<file path="config.mk">
export PLATFORM = sky130hd
export DESIGN_NAME = mnca_ctrl
export DESIGN_NICKNAME = d
export VERILOG_FILES = /design/src/design/mnca_pkg.sv /design/src/design/mnca_ctrl.sv
export SDC_FILE = /design/constraint.sdc
export NUM_CORES = 1
export LEC_CHECK = 0
export BUFFER_PORTS_ARGS = -buffer_cell sky130_fd_sc_hd__clkbuf_2
export CAP_MARGIN = 20
export CORE_AREA = 2 2 39 41
export DETAILED_ROUTE_END_ITERATION = 7
export DIE_AREA = 0 0 41 43
export GPL_TIMING_DRIVEN = 0
export HOLD_SLACK_MARGIN = 0.12
export PLACE_DENSITY = 0.7
export SETUP_SLACK_MARGIN = 0.4
export SYNTH_ARGS = -nofsm -noshare
export SYNTH_HDL_FRONTEND = slang
export SYNTH_SLANG_ARGS = --single-unit
export TNS_END_PERCENT = 1
</file>
<file path="constraint.sdc">
create_clock -name clk -period 2 [get_ports clk]
set_input_delay 0.2 -clock clk [delete_from_list [all_inputs] [get_ports clk]]
set_output_delay 0.2 -clock clk [all_outputs]
set_load 0.01 [all_outputs]
</file>
<file path="src/design/mnca_pkg.sv">
// Shared constants, types and the neighbor tap table of the masked neighborhood averager.
package mnca_pkg;

    localparam int MAX_DIM     = 64;
    localparam int COORD_W     = $clog2(MAX_DIM);
    localparam int ADDR_W      = 2 * COORD_W;
    localparam int CELL_COUNT  = MAX_DIM * MAX_DIM;
    localparam int DIM_W       = 7;
    localparam int KEY_W       = 16;
    localparam int CH_W        = 8;
    localparam int RGB_W       = 3 * CH_W;
    localparam int CELL_W      = KEY_W + RGB_W;
    localparam int NUM_TAPS    = 9;
    localparam int TAP_W       = $clog2(NUM_TAPS);
    localparam int CENTER_TAP  = 0;
    localparam int SUM_W       = CH_W + TAP_W;
    localparam int DIV_STEPS   = CH_W;
    localparam int CNT_W       = TAP_W;
    localparam int IN_TDATA_W  = 56;
    localparam int OUT_TDATA_W = 32;
    localparam int CFG_IDX_W   = 2;

    localparam logic [CFG_IDX_W-1:0] REG_GRID_WIDTH  = CFG_IDX_W'(0);
    localparam logic [CFG_IDX_W-1:0] REG_GRID_HEIGHT = CFG_IDX_W'(1);

    localparam logic [DIM_W-1:0] DIM_LIMIT = DIM_W'(MAX_DIM);

    // Controller to datapath commands.
    typedef struct packed {
        logic             capture;
        logic             mem_wr;
        logic             rd_en;
        logic [TAP_W-1:0] rd_k;
        logic             div_step;
        logic             load_out;
    } mnca_cmd_t;

    // Datapath to controller status.
    typedef struct packed {
        logic is_query;
        logic in_grid;
    } mnca_stat_t;

    // Tap 0 is the cell itself, taps 1..8 walk the neighbors row by row.
    function automatic logic [DIM_W-1:0] tap_dx(input logic [TAP_W-1:0] k);
        logic [DIM_W-1:0] off;
        case (k)
            TAP_W'(1), TAP_W'(4), TAP_W'(6): off = {DIM_W{1'b1}};
            TAP_W'(3), TAP_W'(5), TAP_W'(8): off = DIM_W'(1);
            default:                         off = '0;
        endcase
        return off;
    endfunction

    function automatic logic [DIM_W-1:0] tap_dy(input logic [TAP_W-1:0] k);
        logic [DIM_W-1:0] off;
        case (k)
            TAP_W'(1), TAP_W'(2), TAP_W'(3): off = {DIM_W{1'b1}};
            TAP_W'(6), TAP_W'(7), TAP_W'(8): off = DIM_W'(1);
            default:                         off = '0;
        endcase
        return off;
    endfunction

endpackage

</file>
<file path="src/design/mnca_ctrl.sv">
// Sequencer for write, neighbor read, divide and result hand-off.
module mnca_ctrl
    import mnca_pkg::*;
(
    input  logic       clk,
    input  logic       rst_n,
    input  logic       in_valid,
    output logic       in_ready,
    input  logic       out_ready,
    output logic       out_valid,
    input  mnca_stat_t stat,
    output mnca_cmd_t  cmd
);

    typedef enum logic [2:0] {
        S_IDLE,
        S_EXEC,
        S_READ,
        S_DRAIN,
        S_DIVIDE,
        S_DONE
    } state_t;

    state_t           state_reg;
    logic [CNT_W-1:0] cnt_reg;
    logic             out_valid_reg;
    logic             slot_free;

    assign slot_free = !out_valid_reg || out_ready;
    assign in_ready  = (state_reg == S_IDLE);
    assign out_valid = out_valid_reg;

    always_comb
    begin
        cmd          = '0;
        cmd.capture  = (state_reg == S_IDLE) && in_valid;
        cmd.mem_wr   = (state_reg == S_EXEC) && !stat.is_query && stat.in_grid;
        cmd.rd_en    = (state_reg == S_READ);
        cmd.rd_k     = TAP_W'(cnt_reg);
        cmd.div_step = (state_reg == S_DIVIDE);
        cmd.load_out = (state_reg == S_DONE) && slot_free;
    end

    always_ff @(posedge clk or negedge rst_n)
    begin
        if (!rst_n)
        begin
            state_reg     <= S_IDLE;
            cnt_reg       <= '0;
            out_valid_reg <= 1'b0;
        end
        else
        begin
            if (cmd.load_out)
                out_valid_reg <= 1'b1;
            else if (out_ready)
                out_valid_reg <= 1'b0;

            case (state_reg)
                S_IDLE:
                begin
                    if (in_valid)
                        state_reg <= S_EXEC;
                end
                S_EXEC:
                begin
                    cnt_reg <= '0;
                    if (!stat.is_query)
                        state_reg <= S_IDLE;
                    else if (stat.in_grid)
                        state_reg <= S_READ;
                    else
                        state_reg <= S_DONE;
                end
                S_READ:
                begin
                    if (cnt_reg == CNT_W'(NUM_TAPS - 1))
                    begin
                        cnt_reg   <= '0;
                        state_reg <= S_DRAIN;
                    end
                    else
                        cnt_reg <= cnt_reg + CNT_W'(1);
                end
                S_DRAIN:
                begin
                    cnt_reg   <= '0;
                    state_reg <= S_DIVIDE;
                end
                S_DIVIDE:
                begin
                    if (cnt_reg == CNT_W'(DIV_STEPS - 1))
                    begin
                        cnt_reg   <= '0;
                        state_reg <= S_DONE;
                    end
                    else
                        cnt_reg <= cnt_reg + CNT_W'(1);
                end
                S_DONE:
                begin
                    if (slot_free)
                        state_reg <= S_IDLE;
                end
                default:
                    state_reg <= S_IDLE;
            endcase
        end
    end

    a_wr_never_on_query: assert property (@(posedge clk) disable iff (!rst_n)
        cmd.mem_wr |-> !stat.is_query)
        else $error("memory write issued for a query");

    a_read_tap_bound: assert property (@(posedge clk) disable iff (!rst_n)
        (state_reg == S_READ) |-> (cnt_reg < CNT_W'(NUM_TAPS)))
        else $error("tap counter ran past the last neighbor");

    a_load_when_free: assert property (@(posedge clk) disable iff (!rst_n)
        cmd.load_out |=> out_valid_reg)
        else $error("result load did not raise the output valid");

endmodule

</file>
==> results of run 1 <==
[cells in the final DEF, fill, tap and decap left out, types with 2 or more instances in the layout]
cell type                  instances
sky130_fd_sc_hd__nand3_1           3
sky130_fd_sc_hd__o21ai_0          10
sky130_fd_sc_hd__buf_4             3
sky130_fd_sc_hd__clkbuf_2         16
sky130_fd_sc_hd__and2_1            2
sky130_fd_sc_hd__inv_1             4
sky130_fd_sc_hd__nand2_1          11
sky130_fd_sc_hd__a21oi_1           5
sky130_fd_sc_hd__clkbuf_4          4
sky130_fd_sc_hd__a211oi_1          2
sky130_fd_sc_hd__dfrtp_1           8
sky130_fd_sc_hd__mux2_2            2
sky130_fd_sc_hd__nor2_1            2
sky130_fd_sc_hd__ha_1              2
[stage by stage]
step	std cells	total power [W]	setup slack [ns]	util	hold slack, ns
floorplan	74	0.000769	0.595	-	-0.0956
global placement	106	0.000943	0.529	0.501	0.0640
detailed placement	106	0.000961	0.538	0.501	0.0641
CTS	110	0.00110	0.337	0.526	0.204
global route	112	0.00128	0.369	0.554	0.229
finish	112	0.00117	0.410	0.554	0.197
[critical path: cells and delay by family, from the launching register on]
kind	cells	cell delay (ns)
buf+inv	3	0.53
flops	1	0.42
simple gates	1	0.18
[area by class of cell]
cell class | instances | area [um^2] | share of cell area
plain buffers | 4 | 31.3 | 0.0408
clock buffers | 3 | 22.5 | 0.0294
inverters | 4 | 15.0 | 0.0196
multi-input cells | 58 | 373 | 0.486
flip-flops and latches | 8 | 200 | 0.261
well taps | 16 | 20.0 | 0.0261
repair buffers | 19 | 105 | 0.137
[path summary, 6_finish.rpt]
path,startpoint,endpoint,cells past startpoint
min reg2reg,out_valid$_DFFE_PN0P_,out_valid$_DFFE_PN0P_,2
max,state_reg[2]$_DFFE_PN0P_,cmd[7],4
max reg2reg,cnt_reg[0]$_DFFE_PN0P_,cnt_reg[0]$_DFFE_PN0P_,6
max in group asynchronous,rst_n,out_valid$_DFFE_PN0P_,2
min in group asynchronous,rst_n,cnt_reg[2]$_DFFE_PN0P_,2
min,stat[1],state_reg[1]$_DFFE_PN0P_,3
[where the power goes]
group          internal [W]  total [W]  leakage (nW)  switching, W
combinational      0.000318   0.000723         0.252      0.000405
clock             0.0000692   0.000132        0.0138     0.0000631
sequential         0.000229   0.000315         0.103     0.0000860
total              0.000616    0.00117         0.370      0.000554
[timing repair]
action	in CTS	in global routing
resized for setup	1	7
hold endpoints to repair	8	0
pin swaps	0	1
endpoints found under the setup margin	4	7
hold buffers	1	0
setup buffers	0	2
cloned	0	0
[cell families (layout without fill, tap and decap cells)]
group,count (synthesis),count (layout)
AND/OR/NAND/NOR,30,30
AO/OA/AOI/OAI,24,24
flip-flops,8,8
buffers and inverters,8,30
adder cells (fa/ha/maj),2,2
multiplexers,2,2
[routing by layer]
metal,GRT usage,share of wire,up-vias
met5,0,0,-
met4,0.100,0.016,0
met3,0.0471,0.056,4
met2,0.284,0.48,23
met1,0.262,0.45,280
li1,-,-,312
==> results.md, run 1 <==
Timing:
- For the pin with the worst max-slew slack, the measured transition is roughly 0.33 ns.
- The shortest clock period the worst path allows after layout is roughly 1.6 ns.
- The headroom to the max-slew limit is 0.776.
- In the final timing run, aggregate negative setup slack is 0 ns.
- Setup violations remaining at the end of the flow were counted as 0.
- Setup repair after global routing could not meet its margin everywhere.
- The count of endpoints failing hold in the final timing report is 0.
- The final number of max-transition violations was 0.
- The final critical-path share of the clock period is 0.795.
- The clock arrives with 0.00533 ns of skew.
- The maximum clock frequency is around 630 MHz.

Detailed routing:
- The iteration-0 DRC count of the detailed router is 12.
- The mean routed wirelength per cell is around 13 um.
- After detailed routing, the number of vias per cell comes to about 5.5.
- The detailed-router iteration count before antenna repair is 4.
- The vias after detailed routing is 619.
- After detailed routing, the number of remaining DRC violations is 0.
- The final antenna-violating net count is 0.
- Summed over all layers, the routed wires come to ~1400 um.

Die:
- The die width is 41 um.
- The die is around 43 um tall.
- The die covers between 1500 and 2000 um^2.
- The initial utilization of the core area, before any placement, comes to 0.429.
- The area of the core is 1380 um^2.
- Pin placement for this block handled 17 I/O pins.
- The placement row count is 14.

Synth:
- By area, the combinational part of the netlist is dominated by simple AND/OR/NAND/NOR gates.
- The area share of and/or/nand/nor cells after synthesis is 0.257.
- The mean cell area of the mapped netlist is roughly 8.0 um^2.
- The share of synthesized flip-flops with an asynchronous set or reset is 1.00.
- The number of enable flip-flop cells after synthesis is 0.
- The net count after synthesis is 82.
- The synthesized netlist contains 29 unique library cells.
- By area the synthesized netlist is led by sky130_fd_sc_hd__dfrtp_1 34%, sky130_fd_sc_hd__o21ai_0 8.4%, sky130_fd_sc_hd__nand2_1 7.0%.
- The most common cell in the synthesized netlist is sky130_fd_sc_hd__nand2_1.
- The cell taking the most area after synthesis is sky130_fd_sc_hd__dfrtp_1.
- The fraction of the yosys area taken by sequential cells is 0.338.
- The post-synthesis compound-gate area fraction is 0.255.
- Among all flip-flop cells after synthesis, the most frequent one is sky130_fd_sc_hd__dfrtp_1.
- The Yosys step of the flow raised 0 warnings.
- In this run the cell area of the synthesized design comes to 593 um^2.
- Of the post-synthesis cell area, the dominant cell type holds 0.338.
- In this run, synthesis produced a sequential element count of 8.
- Of the total synthesized cell area, the portion taken by XOR and XNOR cells is 0.
- After technology mapping, the gate count stands at 74.
- Counting instances in the post-synthesis netlist gives the leading cell types as 11 x sky130_fd_sc_hd__nand2_1, 10 x sky130_fd_sc_hd__o21ai_0, 8 x sky130_fd_sc_hd__dfrtp_1, 5 x sky130_fd_sc_hd__a21oi_1.
- Measured against the total synthesized area, the mux share comes to 0.0380.
- Of the total synthesized cell area, the portion taken by full adders, half adders and majority gates is 0.0422.

Worst hold path:
- The worst min-delay path category is input port to register.

Clock tree:
- For the worst-skew pair, the clock arrives at the later sink with an insertion delay of between 0.2 and 0.3 ns.
- The H-tree level count is 1.
- The buffer type at the clock tree root is sky130_fd_sc_hd__clkbuf_4.
- Clock tree synthesis inserted a total of 3 buffers.
- Counting along the longest clock path gives a buffer depth of 2.
- The sink count of the clock tree is 8.
- TritonCTS built the clock tree.
- Clock-pin slew was measured on the worst setup and hold paths at around 0.060 ns.

Finish:
- Compared with the post-synthesis result, the final layout area differs by 29.3%.
- The share of cells above drive strength 1 is 0.344.
- The fill cell total of the finished layout is 122.
- The final layout net count is between 100 and 150.
- The area of all placed cells without fillers is 767 um^2.
- The number of antenna diodes in the final layout is 0.
- The flip-flop count of the largest register after layout is 4.

Setup path:
- The category of the most critical setup path is register to output pin.
- The worst endpoint data arrival time is roughly 1.4 ns.
- The slowest stage of the critical path belongs to the cell sky130_fd_sc_hd__dfrtp_1.
- In this run the worst path has a maximum fanout of 10.
- Traced cell by cell, the critical path runs through clkbuf_4 > buf_4 > nor3_1 > clkbuf_2.
- The worst setup path is captured at an output pin.
- The startpoint kind of the worst setup timing path is a register.
- The setup slack of the worst register-to-register path is around 0.51 ns.
- The stage delay of the slowest cell on the critical path is roughly 0.42 ns.
- At the worst endpoint, the required time is between 1.5 and 2 ns.

Power:
- The maximum VDD drop is 0.807 mV.
- Dividing total power by cell area gives a power density of between 1500 and 2000 nW/um^2.
- Summed over all cells, the static leakage comes to 0.370 nW.

Place:
- At the end of routability-driven placement, the weighted congestion stood at approximately 0.78.
- Once placement finished, the instance area stood at 693 um^2.
- Summed over all nets, the half-perimeter wirelength after detailed placement is approximately 1000 um.
- Input and output buffers added on the ports amount to 16.

Global routing:
- The initial antenna violation count is 0.
- For this run, the total global-route usage over all layers was measured as 0.197.
- The maximum number of pins on one net before global-route repair is 11.
- The total overflow left after global routing is 0.
- The number of global-route vias before repair was approximately 540.
- The first global-routing pass estimated around 2300 um of wire.

Outcome:
- The flow ran to the end, and the final reports show no timing, DRC or antenna violations.

Run:
- The count of max-cap constraint violations is 0.
No activity file was read; power rests on OpenSTA's default activity.
==> run 2, diff against run 1 <==
Settings changed: CORE_AREA 2 2 39 41 to unset, CORE_MARGIN set to 2, CORE_UTILIZATION set to 44, DIE_AREA 0 0 41 43 to unset, PLACE_DENSITY 0.7 to 0.72.
Clock period 2 ns to 1.46 ns, I/O delays scaled along.
==> run 2 against run 1 <==
  * The run now ends with setup timing left
  * Final cell count rose by 2.7%
  * Register-to-register slack got worse by 0.50 ns
  * Die area fell by 6.0%
  * Sequential power rose by 47%
  * Global-route usage rose by 3.1 points
  * Sequential cell count did not move
  * Clock skew rose by 0.0062 ns
  * Clock-buffer cell count rose by 1
==> results.md, run 2 (synthesis results as in run 1) <==
Place:
- The final HPWL from detailed placement is 1070 um.
- At the end of routability-driven placement, the weighted congestion stood at about 0.8.
- The count of input and output buffers is 16.
- After detailed placement, the total cell area comes to approximately 720 um^2.
- OpenSTA, run right after detailed placement, puts the worst setup slack at about 0.028 ns.

Setup path:
- On the worst path, the slowest cell contributes a delay of 0.38 ns.
- Together, buffers and inverters on the worst path number 3.
- Traced cell by cell, the critical path runs through buf_6 > clkinvlp_4 > nor2_4 > nand2_1 > nor3_1 > buf_2.
- In this design, the largest share of critical-path delay is due to buffers and inverters.
- The setup path with the least slack is of type register to output pin.
- STA classifies the critical path startpoint as a register.
- At the worst endpoint, the arrival time is 1.34 ns.
- The library cell contributing the largest single delay on the critical path is sky130_fd_sc_hd__dfrtp_1.
- Of all nets on the critical path, the largest fanout is 5.
- The critical path endpoint category is an output pin.
- For the worst setup path, the data required time is ~1.3 ns.

Die:
- Measured along the x axis, the die boundary spans 40.7 um.
- The placement row count is 13.
- The initial utilization of the core area, before any placement, comes to 0.462.
- The floorplan step set the die height to around 40 um.
- The area of the core is between 1000 and 1500 um^2.
- The I/O pin total is 17.
- The die covers ~1700 um^2.

Worst hold path:
- The worst min-delay path category is input port to register.

Outcome:
- The run finished, with violations left.
- The checks that failed: setup timing.

Detailed routing:
- In this run the remaining antenna-violating nets after routing total 0.
- The vias after detailed routing is between 600 and 700.
- The mean routed wirelength per cell is roughly 14 um.
- The number of remaining DRC errors is 0.
- The detailed-router iteration count before antenna repair is 4.
- The routed wire length is about 1700 um.
- Using the TritonRoute via totals, the vias-per-cell ratio works out to 5.86.
- The iteration-0 DRC count of the detailed router is 19.

Global routing:
- The number of global-route vias before repair was around 560.
- The maximum number of pins on one net before global-route repair is 11.
- The first global-routing pass estimated roughly 2400 um of wire.
- Across every metal layer, demand over resource in global routing totals 0.227.
- The initial antenna violation count was 0.
- The final global-route overflow total is 0.

Clock tree:
- TritonCTS built the clock tree.
- The H-tree level count is 1.
- The number of buffers created by CTS is 3.
- The sink count of the clock tree is 8.
- The clock latency on the worst-skew pair is between 0.2 and 0.3 ns.
- Clock-pin slew was measured on the worst setup and hold paths at roughly 0.070 ns.
- In this run the deepest clock path goes through 2 buffers.
- The buffer type at the clock tree root is sky130_fd_sc_hd__clkbuf_4.

Power:
- The fraction of power spent switching nets is 0.458.
- The sequential power share is 0.242.
- Cell internal power was estimated by the tool at slightly above 0.001 W.
- In this run the power density over the cells is between 2000 and 2500 nW/um^2.
- The share of total power dissipated in combinational logic is 0.654.
- The maximum VDD drop is 1.16 mV.
- The reported net switching power is 0.000876 W.
- The analysis attributes to cell leakage a power of just over 0.4 nW.
- The total power draw is approximately 0.0019 W.
- Of the total power, the clock network draws 0.104.

Timing:
- The final number of max-transition violations is 0.
- Final hold analysis gives a worst-case slack of 0.123 ns.
- Headroom to the max-slew limit came out at 0.855.
- Of the available clock period, the critical path in the final layout requires 1.02.
- The transition time of the tightest slew-check pin is around 0.22 ns.
- The count of endpoints failing hold in the final timing report is 0.
- Between clock sinks in the finished design, the worst skew comes to about 0.012 ns.
- Setup repair after global routing could not meet its margin everywhere.
- Setup violations remaining at the end of the flow were counted as 2.
- For the final routed database, the setup TNS stands at -0.0414 ns.
- Timing would allow up to roughly 670 MHz.
- The worst path in the final design needs a cycle of 1.49 ns, including I/O delays and setup.
- After layout, the worst setup slack is -0.0287 ns.

Finish:
- The library cell used most frequently in the layout, excluding fill and tap cells, is sky130_fd_sc_hd__clkbuf_2.
- In the final design database the tool counted roughly 110 nets.
- The register with the most flip-flops in the layout has 4 of them.
- The count of inserted antenna diode cells is 0.
- The library cells used most frequently in the layout, excluding fill and tap cells, are 11 x sky130_fd_sc_hd__clkbuf_2, 9 x sky130_fd_sc_hd__nand2_1, 7 x sky130_fd_sc_hd__o21ai_0.
- Relative to the synthesized area, the layout overhead comes to 46.8%.
- After routing the design area is 871 um^2.
- The share of cells above drive strength 1 is 0.510.
- The fill cell total of the finished layout is 101.

Run:
- The count of max-cap constraint violations is 0.
run 2: changes by cell type in the layout (fill, tap and decap cells not counted), moves of 3 or more:
cell                       change
sky130_fd_sc_hd__clkbuf_2      -5
sky130_fd_sc_hd__dfrtp_1       -4
sky130_fd_sc_hd__dfrtp_2       +4
sky130_fd_sc_hd__buf_2         +3
sky130_fd_sc_hd__buf_4         +3
sky130_fd_sc_hd__buf_6         +3
sky130_fd_sc_hd__inv_1         -3
sky130_fd_sc_hd__o21ai_0       -3
sky130_fd_sc_hd__o21ai_1       +3
run 2: worst register-to-register path, stage by stage (launching register included):
cell	delay, ns
sky130_fd_sc_hd__dfrtp_2	0.44
sky130_fd_sc_hd__inv_2	0.07
sky130_fd_sc_hd__ha_4	0.16
sky130_fd_sc_hd__nand3b_4	0.09
sky130_fd_sc_hd__o21ai_1	0.08
sky130_fd_sc_hd__or3_1	0.38
sky130_fd_sc_hd__a32oi_1	0.15
run 2: repair_timing:
item	in CTS	in global routing
resized for setup	17	13
cloned	1	0
setup endpoints to repair	14	15
pin swaps	14	6
hold buffers	1	0
endpoints found under the hold margin	8	0
setup buffers	4	0
run 2: path summary, 6_finish.rpt:
check / from / end / slack, ns / cells after the start
max in group asynchronous: rst_n / cnt_reg[2]$_DFFE_PN0P_ / 0.99 / 2
setup reg to reg: cnt_reg[0]$_DFFE_PN0P_ / cnt_reg[0]$_DFFE_PN0P_ / 0.01 / 6
hold reg to reg: out_valid$_DFFE_PN0P_ / out_valid$_DFFE_PN0P_ / 0.55 / 2
min in group asynchronous: rst_n / state_reg[1]$_DFFE_PN0P_ / 0.25 / 2
hold / removal: stat[1] / state_reg[1]$_DFFE_PN0P_ / 0.12 / 3
setup / recovery: state_reg[0]$_DFFE_PN0P_ / cmd[7] / -0.03 / 6
run 2: final cells by class:
cell class	count	area (um^2)	share of cell area
Buffer	4	37.5	0.0431
Clock buffer	4	26.3	0.0302
Inverter	4	18.8	0.0216
Multi-Input combinational cell	58	427	0.490
Sequential cell	8	205	0.236
Tap cell	15	18.8	0.0216
Timing Repair Buffer	22	138	0.158
run 2: per-layer routing:
metal,global-route usage,vias up,share of wire
met3,0.0326,6,0.053
met1,0.277,314,0.41
met5,0,-,0
met4,0.125,0,0.022
li1,-,321,-
met2,0.381,33,0.51
run 2: power by group through the flow:
| stage | Combinational [W] | Clock [W] | Sequential (W) |
|---|---|---|---|
| final | 0.00125 | 0.000198 | 0.000464 |
| after global routing | 0.00137 | 0.000211 | 0.000475 |
| after CTS | 0.00118 | 0.000194 | 0.000456 |
| after detailed placement | 0.000952 | 0 | 0.000452 |
| after global placement | 0.000935 | 0 | 0.000441 |
| after floorplan | 0.000678 | 0 | 0.000447 |
run 2: stage by stage:
step | cells | util
floorplan | 74 | -
global placement | 105 | 0.561
detailed placement | 105 | 0.561
CTS | 115 | 0.657
global route | 115 | 0.678
finish | 115 | 0.678
==> run 3, diff against run 2 <==
Settings changed: CORE_AREA set to 2 2 39 41, CORE_MARGIN 2 to unset, CORE_UTILIZATION 44 to unset, DIE_AREA set to 0 0 41 43, PLACE_DENSITY 0.72 to 0.7, TNS_END_PERCENT 1 to 30.
Clock period 1.46 ns to 1.4 ns, I/O delays scaled along.
==> run 3 against run 2 <==
  * The run still ends with setup timing left
  * Clock-buffer cell count decreased by 1
  * Largest power group unchanged
  * Via count is 4.3% higher
  * Clock skew shrank 0.0078 ns
  * Final area grew 18%
  * Global-route usage rose by 1.4 points
  * Largest cell class unchanged
==> results.md, run 3 (synthesis results as in run 1) <==
Finish:
- The area of all placed cells without fillers is approximately 1000 um^2.
- The number of antenna diodes in the final layout is 0.
- The register with the most flip-flops in the layout has 4 of them.
- In the final layout, the multi-input gates occupy 450 um^2.
- The library cell used most frequently in the layout, excluding fill and tap cells, is sky130_fd_sc_hd__buf_6.
- Across the whole layout, storage elements account for between 200 and 250 um^2.
- The share of cells above drive strength 1 is 0.618.
- Fill cells in the final layout number roughly 110.
- In the layout the commonest cells are 15 x sky130_fd_sc_hd__buf_6, 10 x sky130_fd_sc_hd__nand2_1, 9 x sky130_fd_sc_hd__buf_4.
- At the end of the flow, the number of nets in the layout was 120.
- The area added between synthesis and finish is 72.6%.

Setup path:
- The launching point of the worst reg2reg path is state_reg[1]$_DFFE_PN0P_.
- The worst reg-to-reg path cell count is 7.
- STA puts the critical path data required time at 1.26 ns.
- STA classifies the critical path startpoint as a register.
- Along the worst path, the maximum fanout reaches 4.
- The terminus of the critical flop-to-flop path is cnt_reg[3]$_DFFE_PN0P_.
- For the worst setup path, the data arrival time is 1.27 ns.
- STA classifies the critical path endpoint as an output pin.
- The setup slack of the worst register-to-register path is 0 ns.
- The setup path with the least slack is of type register to output pin.

Die:
- The die width is 41 um.
- The vertical extent of the die is ~43 um.
- After floorplanning, the core was divided into 14 placement rows.
- The floorplan step defined a core boundary enclosing between 1000 and 1500 um^2.
- For this configuration, the core starts out at a cell density of 0.429.
- The I/O pin total is 17.
- The die area is approximately 1800 um^2.

Power:
- The total power draw is roughly 0.0024 W.
- In this run the power spent charging and discharging nets is around 0.0010 W.
- The share of total power dissipated in sequential elements is 0.193.
- The clock network fraction of total power is 0.075.
- The maximum VDD drop is about 1.3 mV.
- Of the total power, the share spent switching nets is 0.420.
- The internal cell power is 0.00139 W.
- The power share of the combinational group is 0.733.
- The ratio of total power to cell area is ~2400 nW/um^2.
- Summed over all cells, the static leakage comes to 0.483 nW.

Detailed routing:
- The detailed-router iteration count before antenna repair is 4.
- For this run, design rule violations remaining after detail routing come to 0.
- After detailed routing, the total wire length is 1760 um.
- The final antenna-violating net count is 0.
- The vias after detailed routing is 703.
- The mean routed wirelength per cell is roughly 14 um.
- The via density per instance is 5.58.
- The iteration-0 DRC count of the detailed router is 12.

Worst hold path:
- The path with the worst hold slack has its endpoint at state_reg[1]$_DFFE_PN0P_.
- The number of cells traversed by the worst hold path is 3.
- The startpoint identified for the worst hold timing path is stat[1].
- The worst min-delay path category is input port to register.

Global routing:
- The total global-route track usage is 0.242.
- The first global-routing pass estimated just under 3000 um of wire.
- The total overflow left after global routing is 0.
- The initial antenna violation count is 0.
- Entering global routing, the biggest net connects 11 pins.
- The number of global-route vias before repair is 685.

Outcome:
- The checks that failed: setup timing.
- The run finished, with violations left.

Timing:
- Setup repair after global routing could not meet its margin everywhere.
- The final number of max-transition violations is 0.
- The final critical-path share of the clock period is 1.01.
- The count of endpoints failing hold in the final timing report is 0.
- Once routing completed, OpenROAD measured the worst setup slack at -0.0108 ns.
- The clock arrives with 0.00376 ns of skew.
- Timing would allow up to between 700 and 800 MHz.
- The number of endpoints failing setup at the final stage is 2.
- The shortest clock period the worst path allows after layout is roughly 1.4 ns.
- The transition time of the tightest slew-check pin is 0.226 ns.
- Measured against its own limit, the worst slew margin works out to 0.848.

Clock tree:
- The buffer type at the clock tree root is sky130_fd_sc_hd__clkbuf_4.
- The sink count of the clock tree is 8.
- The H-tree level count is 1.
- The clock slew seen by the registers of the worst setup and hold paths is 0.06 ns.
- The clock reaches the later pin of the worst-skew pair after 0.25 ns.
- In this run the deepest clock path goes through 2 buffers.
- In this run, CTS created clock tree buffers numbering 3.
- TritonCTS built the clock tree.

Place:
- The instance area after placement is roughly 740 um^2.
- Prior to clock tree synthesis, the placed netlist has a worst setup slack of 0.0530 ns.
- Input and output buffers added on the ports amount to 16.
- The final RePlAce weighted congestion is between 0.7 and 0.8.
- The final HPWL from detailed placement is 1000 um.

Run:
- The tool flagged a number of max-cap violations equal to 0.
run 3: cell count changes in the layout (fill, tap and decap cells not counted), moves of 2 or more:
| cell | previous run | this run |
|---|---|---|
| sky130_fd_sc_hd__a21oi_1 | 5 | 2 |
| sky130_fd_sc_hd__a21oi_2 | 0 | 3 |
| sky130_fd_sc_hd__buf_4 | 6 | 9 |
| sky130_fd_sc_hd__clkbuf_2 | 11 | 8 |
| sky130_fd_sc_hd__buf_6 | 4 | 15 |
| sky130_fd_sc_hd__o21ai_2 | 0 | 2 |
| sky130_fd_sc_hd__o21ai_0 | 7 | 5 |
run 3: routing by layer:
| layer | global-route usage | share of wire | wire length [um] | vias up |
|---|---|---|---|---|
| li1 | - | - | - | 340 |
| met3 | 0.0681 | 0.045 | 79 | 2 |
| met1 | 0.303 | 0.41 | 727 | 338 |
| met4 | 0.0933 | 0.0057 | 10 | 0 |
| met2 | 0.375 | 0.54 | 946 | 23 |
| met5 | 0 | 0 | 0 | - |
run 3: worst max-delay path: stages, from the launching register on:
cell                      delay (ns)
sky130_fd_sc_hd__dfrtp_1        0.42
sky130_fd_sc_hd__buf_6          0.16
sky130_fd_sc_hd__nor2_4         0.12
sky130_fd_sc_hd__nand2_1        0.07
sky130_fd_sc_hd__nor3_2         0.10
sky130_fd_sc_hd__buf_2          0.15
run 3: what timing repair did:
action,in CTS,in global routing
cloned,1,0
pin swaps,11,7
setup endpoints to repair,16,17
buffers inserted,9,6
hold endpoints to repair,8,0
hold buffers,1,0
resized for setup,30,20
run 3: worst max path at each step:
stage                             startpoint                endpoint  slack [ns]
finish              state_reg[1]$_DFFE_PN0P_                  cmd[7]       -0.01
global route        state_reg[1]$_DFFE_PN0P_                  cmd[7]       -0.10
CTS                 state_reg[0]$_DFFE_PN0P_                  cmd[7]      -0.002
detailed placement    cnt_reg[0]$_DFFE_PN0P_  cnt_reg[0]$_DFFE_PN0P_        0.05
global placement    state_reg[0]$_DFFE_PN0P_  cnt_reg[2]$_DFFE_PN0P_        0.05
floorplan             cnt_reg[0]$_DFFE_PN0P_  cnt_reg[0]$_DFFE_PN0P_        0.11
run 3: area by class of cell:
class | instances | area share
inverter | 4 | 0.0171
sequential | 8 | 0.202
tap | 16 | 0.0196
buffer | 4 | 0.0440
timing repair buffer | 33 | 0.256
multi-input combinational | 58 | 0.440
clock buffer | 3 | 0.0220
run 3: per-stage QoR:
| stage | setup TNS (ns) | hold WS (ns) | util | cells |
|---|---|---|---|---|
| 4_1_cts | -0.00174 | 0.146 | 0.665 | 120 |
| 3_3_place_gp | 0 | -0.00332 | 0.533 | 106 |
| 2_1_floorplan | 0 | -0.156 | - | 74 |
| 5_1_grt | -0.212 | 0.178 | 0.740 | 126 |
| 3_5_place_dp | 0 | 0.00942 | 0.533 | 106 |
| 6_report | -0.0136 | 0.167 | 0.740 | 126 |
run 3: power by group through the flow:
stage | logic, W | clock network (W) | registers (W)
final | 0.00176 | 0.000180 | 0.000463
after global routing | 0.00190 | 0.000212 | 0.000473
after CTS | 0.00143 | 0.000186 | 0.000473
after detailed placement | 0.00104 | 0 | 0.000469
after global placement | 0.00102 | 0 | 0.000468
after floorplan | 0.000752 | 0 | 0.000472
